$ cat config.mk
export PLATFORM = sky130hd
export DESIGN_NAME = sbs_cfg_regs
export DESIGN_NICKNAME = d
export VERILOG_FILES = /design/src/hw/rtl/sorted_table_binary_search_macros.svh /design/src/hw/rtl/sbs_pkg.sv /design/src/hw/rtl/sbs_cfg_regs.sv
export SDC_FILE = /design/constraint.sdc
export NUM_CORES = 1
export LEC_CHECK = 0
export ABC_CLOCK_PERIOD_IN_PS = 1800
export BUFFER_PORTS_ARGS = -buffer_cell sky130_fd_sc_hd__clkbuf_2
export CORE_UTILIZATION = 36
export DETAILED_ROUTE_END_ITERATION = 6
export PLACE_DENSITY_LB_ADDON = 0.12
export SLEW_MARGIN = 15
export SYNTH_ARGS = -nofsm -noshare
export SYNTH_HDL_FRONTEND = slang
export SYNTH_SLANG_ARGS = --single-unit
export TNS_END_PERCENT = 30
$ cat constraint.sdc
create_clock -name clk -period 1.8 [get_ports clk]
set_input_delay 0.09 -clock clk [delete_from_list [all_inputs] [get_ports clk]]
set_output_delay 0.09 -clock clk [all_outputs]
set_load 0.01 [all_outputs]
$ cat src/hw/rtl/sorted_table_binary_search_macros.svh
// Assertion helpers used by the top-level file to check its own logic.
// Each macro takes a label, the clock, the active low reset, two conditions
// and a message string.
`ifndef SORTED_TABLE_BINARY_SEARCH_MACROS_SVH
`define SORTED_TABLE_BINARY_SEARCH_MACROS_SVH

`ifndef ASSERT_OFF

`define SBS_ASSERT_SAME(label, clk, rst_n, cond, prop, msg) \
	label: assert property (@(posedge clk) disable iff (!rst_n) (cond) |-> (prop)) \
		else $error(msg);

`define SBS_ASSERT_NEXT(label, clk, rst_n, cond, prop, msg) \
	label: assert property (@(posedge clk) disable iff (!rst_n) (cond) |=> (prop)) \
		else $error(msg);

`else

`define SBS_ASSERT_SAME(label, clk, rst_n, cond, prop, msg)

`define SBS_ASSERT_NEXT(label, clk, rst_n, cond, prop, msg)

`endif

`endif

$ cat src/hw/rtl/sbs_pkg.sv
package sbs_pkg;

	localparam logic OP_WRITE  = 1'b0;
	localparam logic OP_SEARCH = 1'b1;

	localparam logic REG_ENTRIES_IN_USE = 1'b0;
	localparam logic REG_COMPARE_SIGNED = 1'b1;

	typedef struct packed {
		logic        operation;
		logic [9:0]  entry_index;
		logic [31:0] key_value;
	} cmd_t;

	typedef struct packed {
		logic       found;
		logic [9:0] match_index;
	} rsp_t;

	typedef struct packed {
		logic [10:0] entries_in_use;
		logic        compare_signed;
	} cfg_t;

endpackage

$ cat src/hw/rtl/sbs_cfg_regs.sv
module sbs_cfg_regs
	import sbs_pkg::*;
(
	input  logic        clk,
	input  logic        arst_n,
	input  logic        psel,
	input  logic        penable,
	input  logic        pwrite,
	input  logic [2:0]  paddr,
	input  logic [31:0] pwdata,
	output logic [31:0] prdata,
	output logic        pready,
	output cfg_t        cfg
);

	cfg_t cfg_q;
	logic wr_en;
	logic reg_sel;

	assign pready  = 1'b1;
	assign wr_en   = psel && penable && pwrite;
	// Registers sit on word boundaries, so bit 2 picks the register.
	assign reg_sel = paddr[2];

	always_ff @(posedge clk or negedge arst_n) begin
		if (!arst_n) begin
			cfg_q <= '0;
		end else if (wr_en) begin
			case (reg_sel)
				REG_ENTRIES_IN_USE: cfg_q.entries_in_use <= pwdata[10:0];
				REG_COMPARE_SIGNED: cfg_q.compare_signed <= pwdata[0];
				default: cfg_q <= cfg_q;
			endcase
		end
	end

	always_comb begin
		case (reg_sel)
			REG_ENTRIES_IN_USE: prdata = {21'b0, cfg_q.entries_in_use};
			REG_COMPARE_SIGNED: prdata = {31'b0, cfg_q.compare_signed};
			default: prdata = '0;
		endcase
	end

	assign cfg = cfg_q;

endmodule

==> results.sh <==
export IMPL_status="finished clean"
export IMPL_grt_max_degree=14
export IMPL_avgRoutedWirePerCell_um=9.40
export IMPL_total_power_mw=0.895
export IMPL_first_pass_iters=2
export IMPL_netlist_instances=63
export IMPL_yosysTopAreaCellShare=0.393
export IMPL_layout_drive_gt1_share=0.553
export IMPL_setup_viol=0
export IMPL_ir_drop_v=0.000542
export IMPL_fin_nets=144
export IMPL_ys_types=10
export IMPL_fin_crit_sh=0.632
export IMPL_max_freq_ghz=0.878
export IMPL_leakage_nw=0.552
export IMPL_power_density_nw_per_um2=957
export IMPL_grt_pass1_vias=420
export IMPL_grtUsageTotal=0.118
export IMPL_clockBufferDepth=2
export IMPL_drc=0
export IMPL_cts_tree="built"
export IMPL_skew_ns=0
export IMPL_final_core_util=0.472
export IMPL_tns_ns=0
export IMPL_core_area_um2=1980
export IMPL_ant_nets=0
export IMPL_cts_root_buf="clkbuf_4"
export IMPL_die_height_um=48.1
export IMPL_worstSetupStartpointType="flip-flop"
export IMPL_antenna_found_initial=0
export IMPL_worst_hold_path_type="in2reg"
export IMPL_cts_sinks=12
export IMPL_die_x_um=48.1
export IMPL_hold_viol=0
export IMPL_post_cts_setup_buffers=0
export IMPL_antenna_cells=0
export IMPL_cts_htree_levels=1
export IMPL_postRouteWirelength_um=1220
export IMPL_fill_cells=199
export IMPL_synth_ff_type="dfrtp_1"
export IMPL_min_period_ns=1.14
export IMPL_drt_initial_drc_count=1
export IMPL_cts_hold_buf=1
export IMPL_via_count=501
export IMPL_synthTopCellsByArea="dfrtp_1 (39%), buf_4 (22%), mux2_4 (20%)"
export IMPL_hpwl_um=929
export IMPL_initial_core_util=0.386
export IMPL_insertion_delay_ns=0.26
export IMPL_path_class="reg2out"
export IMPL_synth_most_common_cell="buf_4"
export IMPL_arrival_ns=1.05
export IMPL_grt_remaining_overflow=0
export IMPL_dieArea_um2=2310
export IMPL_path_clk_slew_ns=0.08
export IMPL_cts_inserted_buffers=3
export IMPL_synthArstFlopShare=1.00
export IMPL_worst_path_max_fanout=3
export IMPL_rsz0062_at_grt="no"
export IMPL_synth_edf_count=0
export IMPL_ctsResizeCount=0
export IMPL_endpoint_kind="primary output"
export IMPL_yosys_warnings=0
export IMPL_seq_area_frac_synth=0.393
export IMPL_ys_ff_latch=12
export IMPL_crit_required_ns=1.71
export IMPL_cap_violations=0
export IMPL_yosysTopAreaCell="dfrtp_1"
export IMPL_synth_avg_cell_area_um2=12.1
export IMPL_gp_congestion=0.653
export IMPL_fin_worst_hold_slack_ns=0.0474
export IMPL_viasPerCell=3.85
export IMPL_placement_io_buffers=39
export IMPL_io_pins=85
export IMPL_syn2layout_area_growth_pct=22.3
export IMPL_largest_register_ff_count=12
export IMPL_slew_viol_final=0
export IMPL_synth_common_cells="buf_4 (22), dfrtp_1 (12), mux2_4 (10), nor2b_1 (10), mux2_2 (3)"
export IMPL_grt_pass1_wl_um=1810
export IMPL_fin_area_um2=935
export IMPL_place_area_um2=888
export IMPL_synth_area_um2=764
export IMPL_rows=16
## cells in the final DEF, fill, tap and decap left out
cell | synthesis | routed
dlygate4sd3_1 | 0 | 1
nand4b_4 | 1 | 1
nand4_1 | 1 | 1
conb_1 | 2 | 22
mux2_2 | 3 | 3
clkbuf_8 | 0 | 1
mux2_4 | 10 | 10
nor2b_1 | 10 | 10
clkbuf_2 | 0 | 39
dfrtp_1 | 12 | 12
clkbuf_4 | 0 | 3
## critical path, cell delays in order (launching register included)
cell      delay, ns
dfrtp_1        0.40
mux2_2         0.26
clkbuf_2       0.12
## routing by layer
metal  GRT usage  vias to the layer above  share of wire
li1            -                      243              -
met1       0.149                      220           0.46
met2       0.189                       38           0.46
met3      0.0340                        0          0.086
met4      0.0500                        0              0
met5           0                        -              0
## area by class of cell
| class | instances | area (um2) | share of cell area |
|---|---|---|---|
| repair buffers | 40 | 205 | 0.220 |
| flip-flops and latches | 12 | 300 | 0.321 |
| well taps | 27 | 33.8 | 0.0361 |
| multi-input cells | 47 | 359 | 0.384 |
| clock buffers | 4 | 36.3 | 0.0388 |
## worst paths after layout
kind	from	endpoint	slack, ns	cells past startpoint
min reg2reg	cfg[5]$_DFFE_PN0P_	cfg[5]$_DFFE_PN0P_	0.53	1
min	pwdata[7]	cfg[8]$_DFFE_PN0P_	0.05	2
max	cfg[1]$_DFFE_PN0P_	prdata[0]	0.66	2
max in group asynchronous	arst_n	cfg[0]$_DFFE_PN0P_	1.33	2
min in group asynchronous	arst_n	cfg[3]$_DFFE_PN0P_	0.24	2
max reg2reg	cfg[1]$_DFFE_PN0P_	cfg[1]$_DFFE_PN0P_	1.03	1
## through the flow
stage | cells | worst slack (ns)
after floorplan | 83 | 0.982
after global placement | 125 | 0.560
after detailed placement | 125 | 0.538
after CTS | 130 | 0.649
after global routing | 130 | 0.621
final | 130 | 0.662
## cells by family (layout without fill, tap and decap cells)
group,Yosys count,after routing,synth area share
buffers and inverters,24,44,0.236
flip-flops,12,12,0.393
multiplexers,13,13,0.241
other,2,22,0.00982
AND/OR/NAND/NOR,12,12,0.121
## report_power, final
part / leakage [nW] / internal, mW / switching (mW)
logic: 0.387 / 0.171 / 0.141
registers: 0.144 / 0.329 / 0.0435
clock network: 0.0210 / 0.123 / 0.0870
total: 0.552 / 0.623 / 0.272
No activity file was read; power rests on OpenSTA's default activity.
