<file path="config.mk">
export PLATFORM = sky130hd
export DESIGN_NAME = sbs_search_seq
export DESIGN_NICKNAME = d
export VERILOG_FILES = /design/src/hw/rtl/sorted_table_binary_search_macros.svh /design/src/hw/rtl/sbs_pkg.sv /design/src/hw/rtl/sbs_search_seq.sv
export SDC_FILE = /design/constraint.sdc
export NUM_CORES = 1
export LEC_CHECK = 0
export ABC_CLOCK_PERIOD_IN_PS = 4200
export BUFFER_PORTS_ARGS = -buffer_cell sky130_fd_sc_hd__buf_4
export CAP_MARGIN = 20
export CORE_UTILIZATION = 40
export CTS_BUF_LIST = sky130_fd_sc_hd__clkbuf_8
export DETAILED_ROUTE_END_ITERATION = 10
export GPL_TIMING_DRIVEN = 0
export PLACE_DENSITY = 0.64
export SETUP_SLACK_MARGIN = 0.15
export SLEW_MARGIN = 25
export SYNTH_ARGS = -nofsm -noshare
export SYNTH_HDL_FRONTEND = slang
export SYNTH_SLANG_ARGS = --single-unit
</file>
<file path="constraint.sdc">
create_clock -name clk -period 4.2 [get_ports clk]
set_input_delay 0.42 -clock clk [delete_from_list [all_inputs] [get_ports clk]]
set_output_delay 0.42 -clock clk [all_outputs]
set_load 0.005 [all_outputs]
</file>
<file path="src/hw/rtl/sorted_table_binary_search_macros.svh">
// Assertion helpers used by the top-level file to check its own logic.
// Each macro takes a label, the clock, the active low reset, two conditions
// and a message string.
`ifndef SORTED_TABLE_BINARY_SEARCH_MACROS_SVH
`define SORTED_TABLE_BINARY_SEARCH_MACROS_SVH

`ifndef ASSERT_OFF

`define SBS_ASSERT_SAME(label, clk, rst_n, cond, prop, msg) \
	label: assert property (@(posedge clk) disable iff (!rst_n) (cond) |-> (prop)) \
		else $error(msg);

`define SBS_ASSERT_NEXT(label, clk, rst_n, cond, prop, msg) \
	label: assert property (@(posedge clk) disable iff (!rst_n) (cond) |=> (prop)) \
		else $error(msg);

`else

`define SBS_ASSERT_SAME(label, clk, rst_n, cond, prop, msg)

`define SBS_ASSERT_NEXT(label, clk, rst_n, cond, prop, msg)

`endif

`endif

</file>
<file path="src/hw/rtl/sbs_pkg.sv">
package sbs_pkg;

	localparam logic OP_WRITE  = 1'b0;
	localparam logic OP_SEARCH = 1'b1;

	localparam logic REG_ENTRIES_IN_USE = 1'b0;
	localparam logic REG_COMPARE_SIGNED = 1'b1;

	typedef struct packed {
		logic        operation;
		logic [9:0]  entry_index;
		logic [31:0] key_value;
	} cmd_t;

	typedef struct packed {
		logic       found;
		logic [9:0] match_index;
	} rsp_t;

	typedef struct packed {
		logic [10:0] entries_in_use;
		logic        compare_signed;
	} cfg_t;

endpackage

</file>
<file path="src/hw/rtl/sbs_search_seq.sv">
module sbs_search_seq
	import sbs_pkg::*;
#(
	parameter int TABLE_DEPTH = 1024,
	parameter int KEY_WIDTH   = 32,
	parameter int AW          = 10,
	parameter int CW          = 11
) (
	input  logic                 clk,
	input  logic                 arst_n,
	input  cfg_t                 cfg,
	input  logic                 cmd_valid,
	output logic                 cmd_stall,
	input  cmd_t                 cmd,
	output logic                 rsp_valid,
	input  logic                 rsp_stall,
	output rsp_t                 rsp,
	output logic                 ram_we,
	output logic [AW-1:0]        ram_waddr,
	output logic [KEY_WIDTH-1:0] ram_wdata,
	output logic                 ram_re,
	output logic [AW-1:0]        ram_raddr,
	input  logic [KEY_WIDTH-1:0] ram_rdata
);

	localparam int EW  = (AW > 10) ? AW : 10;
	localparam int KXW = (KEY_WIDTH > 32) ? KEY_WIDTH : 32;

	localparam logic [1:0] ST_IDLE   = 2'd0;
	localparam logic [1:0] ST_PROBE  = 2'd1;
	localparam logic [1:0] ST_FINISH = 2'd2;

	logic [1:0]           state_q;
	logic                 rsp_valid_q;
	rsp_t                 rsp_q;
	logic [KEY_WIDTH-1:0] key_q;
	logic [CW-1:0]        lo_q;
	logic [CW-1:0]        hi_q;
	logic [AW-1:0]        mid_q;
	logic                 res_found_q;
	logic [9:0]           res_index_q;

	logic                 accept;
	logic [EW-1:0]        index_ext;
	logic [KXW-1:0]       key_ext;
	logic [KEY_WIDTH-1:0] key_in;
	logic [31:0]          count_clip;
	logic [CW-1:0]        count_sat;
	logic [KEY_WIDTH-1:0] sign_flip;
	logic [KEY_WIDTH-1:0] probe_key;
	logic [KEY_WIDTH-1:0] probe_entry;
	logic                 key_lt;
	logic                 key_eq;
	logic [CW-1:0]        mid_ext;
	logic [CW-1:0]        lo_nx;
	logic [CW-1:0]        hi_nx;
	logic [CW:0]          span_sum;
	logic [AW-1:0]        mid_nx;
	logic                 more;
	logic [EW-1:0]        mid_wide;
	logic                 out_free;

	assign accept    = cmd_valid && !cmd_stall;
	assign cmd_stall = (state_q != ST_IDLE);
	assign index_ext = EW'(cmd.entry_index);
	assign key_ext   = KXW'(cmd.key_value);
	assign key_in    = key_ext[KEY_WIDTH-1:0];

	assign count_clip = (32'(cfg.entries_in_use) > 32'(TABLE_DEPTH)) ?
		32'(TABLE_DEPTH) : 32'(cfg.entries_in_use);
	assign count_sat  = CW'(count_clip);

	// Flipping the sign bit turns two's complement order into unsigned order.
	assign sign_flip   = KEY_WIDTH'(cfg.compare_signed) << (KEY_WIDTH - 1);
	assign probe_key   = key_q ^ sign_flip;
	assign probe_entry = ram_rdata ^ sign_flip;
	assign key_lt      = probe_key < probe_entry;
	assign key_eq      = probe_key == probe_entry;

	assign mid_ext = CW'(mid_q);

	// The next interval and its midpoint are worked out in the same cycle as
	// the compare, so the next read goes out at once.
	always_comb begin
		if (state_q == ST_PROBE) begin
			lo_nx = key_lt ? lo_q : mid_ext + CW'(1);
			hi_nx = key_lt ? mid_ext : hi_q;
		end else begin
			lo_nx = '0;
			hi_nx = count_sat;
		end
	end

	assign span_sum  = {1'b0, lo_nx} + {1'b0, hi_nx};
	assign mid_nx    = span_sum[AW:1];
	assign more      = lo_nx < hi_nx;

	assign ram_re    = ((state_q == ST_IDLE) && accept && (cmd.operation == OP_SEARCH) && more)
		|| ((state_q == ST_PROBE) && !key_eq && more);
	assign ram_raddr = mid_nx;

	// Writes are taken only when no search is under way, so reads and writes
	// of the table never overlap.
	assign ram_we    = accept && (cmd.operation == OP_WRITE)
		&& (32'(cmd.entry_index) < 32'(TABLE_DEPTH));
	assign ram_waddr = index_ext[AW-1:0];
	assign ram_wdata = key_in;

	assign mid_wide  = EW'(mid_q);
	assign out_free  = !rsp_valid_q || !rsp_stall;

	always_ff @(posedge clk or negedge arst_n) begin
		if (!arst_n) begin
			state_q     <= ST_IDLE;
			rsp_valid_q <= 1'b0;
		end else begin
			if ((state_q == ST_FINISH) && out_free) begin
				rsp_valid_q <= 1'b1;
			end else if (!rsp_stall) begin
				rsp_valid_q <= 1'b0;
			end
			case (state_q)
				ST_IDLE: begin
					if (accept && (cmd.operation == OP_SEARCH)) begin
						state_q <= more ? ST_PROBE : ST_FINISH;
					end
				end
				ST_PROBE: begin
					if (key_eq || !more) begin
						state_q <= ST_FINISH;
					end
				end
				ST_FINISH: begin
					if (out_free) begin
						state_q <= ST_IDLE;
					end
				end
				default: state_q <= ST_IDLE;
			endcase
		end
	end

	always_ff @(posedge clk) begin
		case (state_q)
			ST_IDLE: begin
				if (accept && (cmd.operation == OP_SEARCH)) begin
					key_q       <= key_in;
					lo_q        <= lo_nx;
					hi_q        <= hi_nx;
					mid_q       <= mid_nx;
					res_found_q <= 1'b0;
					res_index_q <= '0;
				end
			end
			ST_PROBE: begin
				if (key_eq) begin
					res_found_q <= 1'b1;
					res_index_q <= mid_wide[9:0];
				end else begin
					lo_q  <= lo_nx;
					hi_q  <= hi_nx;
					mid_q <= mid_nx;
				end
			end
			ST_FINISH: begin
				if (out_free) begin
					rsp_q.found       <= res_found_q;
					rsp_q.match_index <= res_index_q;
				end
			end
			default: begin
				res_found_q <= 1'b0;
			end
		endcase
	end

	assign rsp_valid = rsp_valid_q;
	assign rsp       = rsp_q;

endmodule

</file>
==> out/results.tsv <==
stage	metric	value	unit
status	status	complete, but fails checks	
status	failed_checks	negative setup slack	
grt	grt_pass1_wl	20650	um
grt	grt_pass1_vias	4326	
final_layout	drive_gt1_frac	0.4817	
synthesis	synth_top_area_cell	edfxtp_1	
synthesis	syn_inst	499	
power_and_ir_drop	switching_share	0.3710	
final_layout	layout_common_cells	227 x buf_4, 86 x edfxtp_1, 48 x inv_1	
floorplanning	io_pins	158	
cts	cts_tree	built	
run	timing.max_cap.violations	0	
synthesis	async_flop_share	0.03371	
worst_setup_path	arrival	4.52	ns
place	place_ws	-0.8191	ns
sta	holdWs	0.2368	ns
cts	cts-root-buf	clkbuf_8	
floorplanning	std_cell_rows	42	
floorplanning	core	13240	um2
floorplanning	die_x	118.7	um
worst_setup_path	path_class	reg2out	
grt	antenna_found_initial	0	
synthesis	ys_ff_latch	89	
synthesis	yosysSeqAreaShare	0.4879	
routing	totalWireLength	13210	um
place	port_buffers	147	
routing	drc	0	
power_and_ir_drop	power_density	563.8	nW/um2
grt	grt_use_total	0.1871	
power_and_ir_drop	pwr-share-seq	0.338	
routing	drt-initial-drc-count	207	
synthesis	yosys-top-cells-area	edfxtp_1 47%, ha_1 12%, buf_4 5.9%, inv_1 3.5%, a21oi_1 3.2%	
floorplanning	initial_utilization	0.4113	
cts	cts.sinks	89	
worst_setup_path	crit_required	3.78	ns
sta	fmax	202.5	MHz
power_and_ir_drop	vdd_drop_max	0.2749	mV
final_layout	layout.nets	851	
floorplanning	chipHeight	118.7	um
sta	final_hold_viol_count	0	
sta	fin_crit	4.939	ns
sta	setup_viol	13	
cts	htreeDepth	3	
synthesis	synth_ff_type	edfxtp_1	
cts	path_clk_slew	0.09	ns
synthesis	synth_warnings	0	
power_and_ir_drop	power.internal	2.832	mW
worst_setup_path	crit_fanout	6	
synthesis	synth.distinct_cells	55	
worst_setup_path	end_kind	primary output	
final_layout	postLayoutCoreUtil	0.6030	
cts	clk_path_buf_depth	2	
routing	routedWlPerCell	14.88	um
sta	maxSlewViolCount	0	
synthesis	syn-cell-area	5446	um2
place	post-dp-hpwl	9659	um
final_layout	layout_commonest_cell	buf_4	
sta	grt_setup_unrepaired	yes	
grt	grt_start_max_net_pins	26	
place	place_congestion	0.8453	
sta	final.period_utilization	1.176	
worst_setup_path	critPathLaunchType	register	
worst_hold_path	hp-class	in2reg	
synthesis	syn_nets	643	
final_layout	area_growth	46.61	%
routing	firstDrtPassIters	5	
routing	viasPerCell	4.966	
sta	worst_clock_skew	0.01919	ns
grt	overflow	0	
power_and_ir_drop	p_sw	1.670	mW
synthesis	synth-edff-count	86	
cts	clk_latency	0.37	ns
sta	worstMarginPinSlew	0.8905	ns
floorplanning	design.die.area	14090	um2
power_and_ir_drop	power	4.502	mW
power_and_ir_drop	comb_power_share	0.545	
routing	ant_nets	0	
cts	cts_made_buffers	9	
final_layout	instances_no_fill	888	
place	place_inst	824	
synthesis	yosysTopAreaCellShare	0.4742	
sta	setup_ws	-0.7388	ns
final_layout	n_antenna_cell	0	
sta	relSlewSlack	0.4063	
synthesis	avgSynthCellArea	10.91	um2
routing	via_count	4410	
power_and_ir_drop	leakagePower	3.532	nW
power_and_ir_drop	p_clk_frac	0.117	
state kept, by name, indices dropped and copies added (netlist names):
| name | flops |
|---|---|
| mid_q | 10 |
| rsp | 11 |
| res_index_q | 10 |
| key_q | 32 |
| lo_q | 11 |
| rsp_valid | 1 |
| hi_q | 11 |
| state_q | 2 |
| res_found_q | 1 |
cell type report:
type	count	area [um2]
Timing Repair Buffer	197	1564
Buffer	54	444.2
Fill cell	1112	5258
Inverter	51	196.4
Tap cell	176	220.2
Clock buffer	10	137.6
Multi-Input combinational cell	305	2735
Clock inverter	6	30.03
Sequential cell	89	2658
synth_stat cells (3+ instances only):
master	number
edfxtp_1	86
ha_1	52
inv_1	51
buf_4	43
a21oi_1	35
nand2_1	33
nor2_1	31
o21ai_0	18
and2_1	17
nand3_1	15
mux2i_1	11
o21a_1	9
xnor2_1	9
clkbuf_1	8
nand2b_1	6
nor3_1	5
xor2_1	5
and3_1	4
and4_1	4
nor2b_1	4
a21o_1	3
a221oi_1	3
dfrtp_1	3
nand4_1	3
nor4_1	3
o211ai_1	3
per-stage QoR:
stage               instance area, um2  setup TNS, ns
finish                            7985         -5.039
CTS                               7712         -5.063
global placement                  6914         -5.066
global route                      7985         -7.891
detailed placement                6973         -5.616
floorplan                         5590              0
timing repair:
action	CTS	global route
endpoints found under the hold margin	3	0
pin swaps	38	33
buffers inserted	34	13
hold buffers	1	0
setup endpoints to repair	17	19
gates resized for setup	62	33
kinds of logic after synthesis:
logic type      after synthesis  synth area share
compound gates               91            0.1103
fa+ha+maj                    53            0.1231
simple gates                136            0.1293
buf+inv                     105            0.1066
mux                          11           0.02022
xor+xnor                     14           0.02251
flops                        89            0.4879
final timing paths:
kind | slack [ns] | endpoint | start | depth (start not counted)
max reg2reg | -0.08 | state_q[1]$_DFFE_PN0P_ | key_q[14]$_DFFE_PP_ | 22
min | 0.24 | key_q[30]$_DFFE_PP_ | cmd[30] | 1
min in group asynchronous | 0.39 | rsp_valid$_DFFE_PN0P_ | arst_n | 2
max | -0.74 | ram_raddr[9] | key_q[25]$_DFFE_PP_ | 21
max in group asynchronous | 3.70 | state_q[0]$_DFFE_PN0P_ | arst_n | 2
min reg2reg | 0.42 | rsp[1]$_DFFE_PP_ | res_index_q[1]$_SDFFCE_PN0P_ | 0
worst max-delay path, stage by stage, from the launching register on:
cell and delay [ns]:
edfxtp_1 0.42, ha_4 0.23, a21o_1 0.15, a221o_1 0.34, a221oi_2 0.25, o21a_2 0.19, and2_4 0.13, buf_6 0.11
buf_12 0.12, mux2i_1 0.19, o21a_1 0.16, inv_2 0.06, fa_2 0.38, nor2b_4 0.14, o21ai_2 0.17, a21oi_2 0.08
o21ai_2 0.19, a21oi_2 0.08, o21ai_2 0.18, nand2_2 0.09, a311oi_2 0.31, buf_4 0.17
power groups by stage:
stage / logic (mW) / registers, mW / clock network (mW)
final: 2.45 / 1.52 / 0.526
after global routing: 2.64 / 1.55 / 0.571
after CTS: 2.21 / 1.52 / 0.541
after detailed placement: 1.71 / 1.53 / 0
after global placement: 1.62 / 1.54 / 0
after floorplan: 1.10 / 1.49 / 0
routing by layer:
| layer | track usage | wire length, um | vias to the layer above |
|---|---|---|---|
| met3 | 0.02896 | 724 | 19 |
| met2 | 0.3385 | 6968 | 141 |
| met1 | 0.2253 | 5311 | 2098 |
| met4 | 0.06171 | 209 | 0 |
| li1 | - | - | 2152 |
| met5 | 0 | 0 | - |
Note: power is estimated with default switching activity, not from simulation.
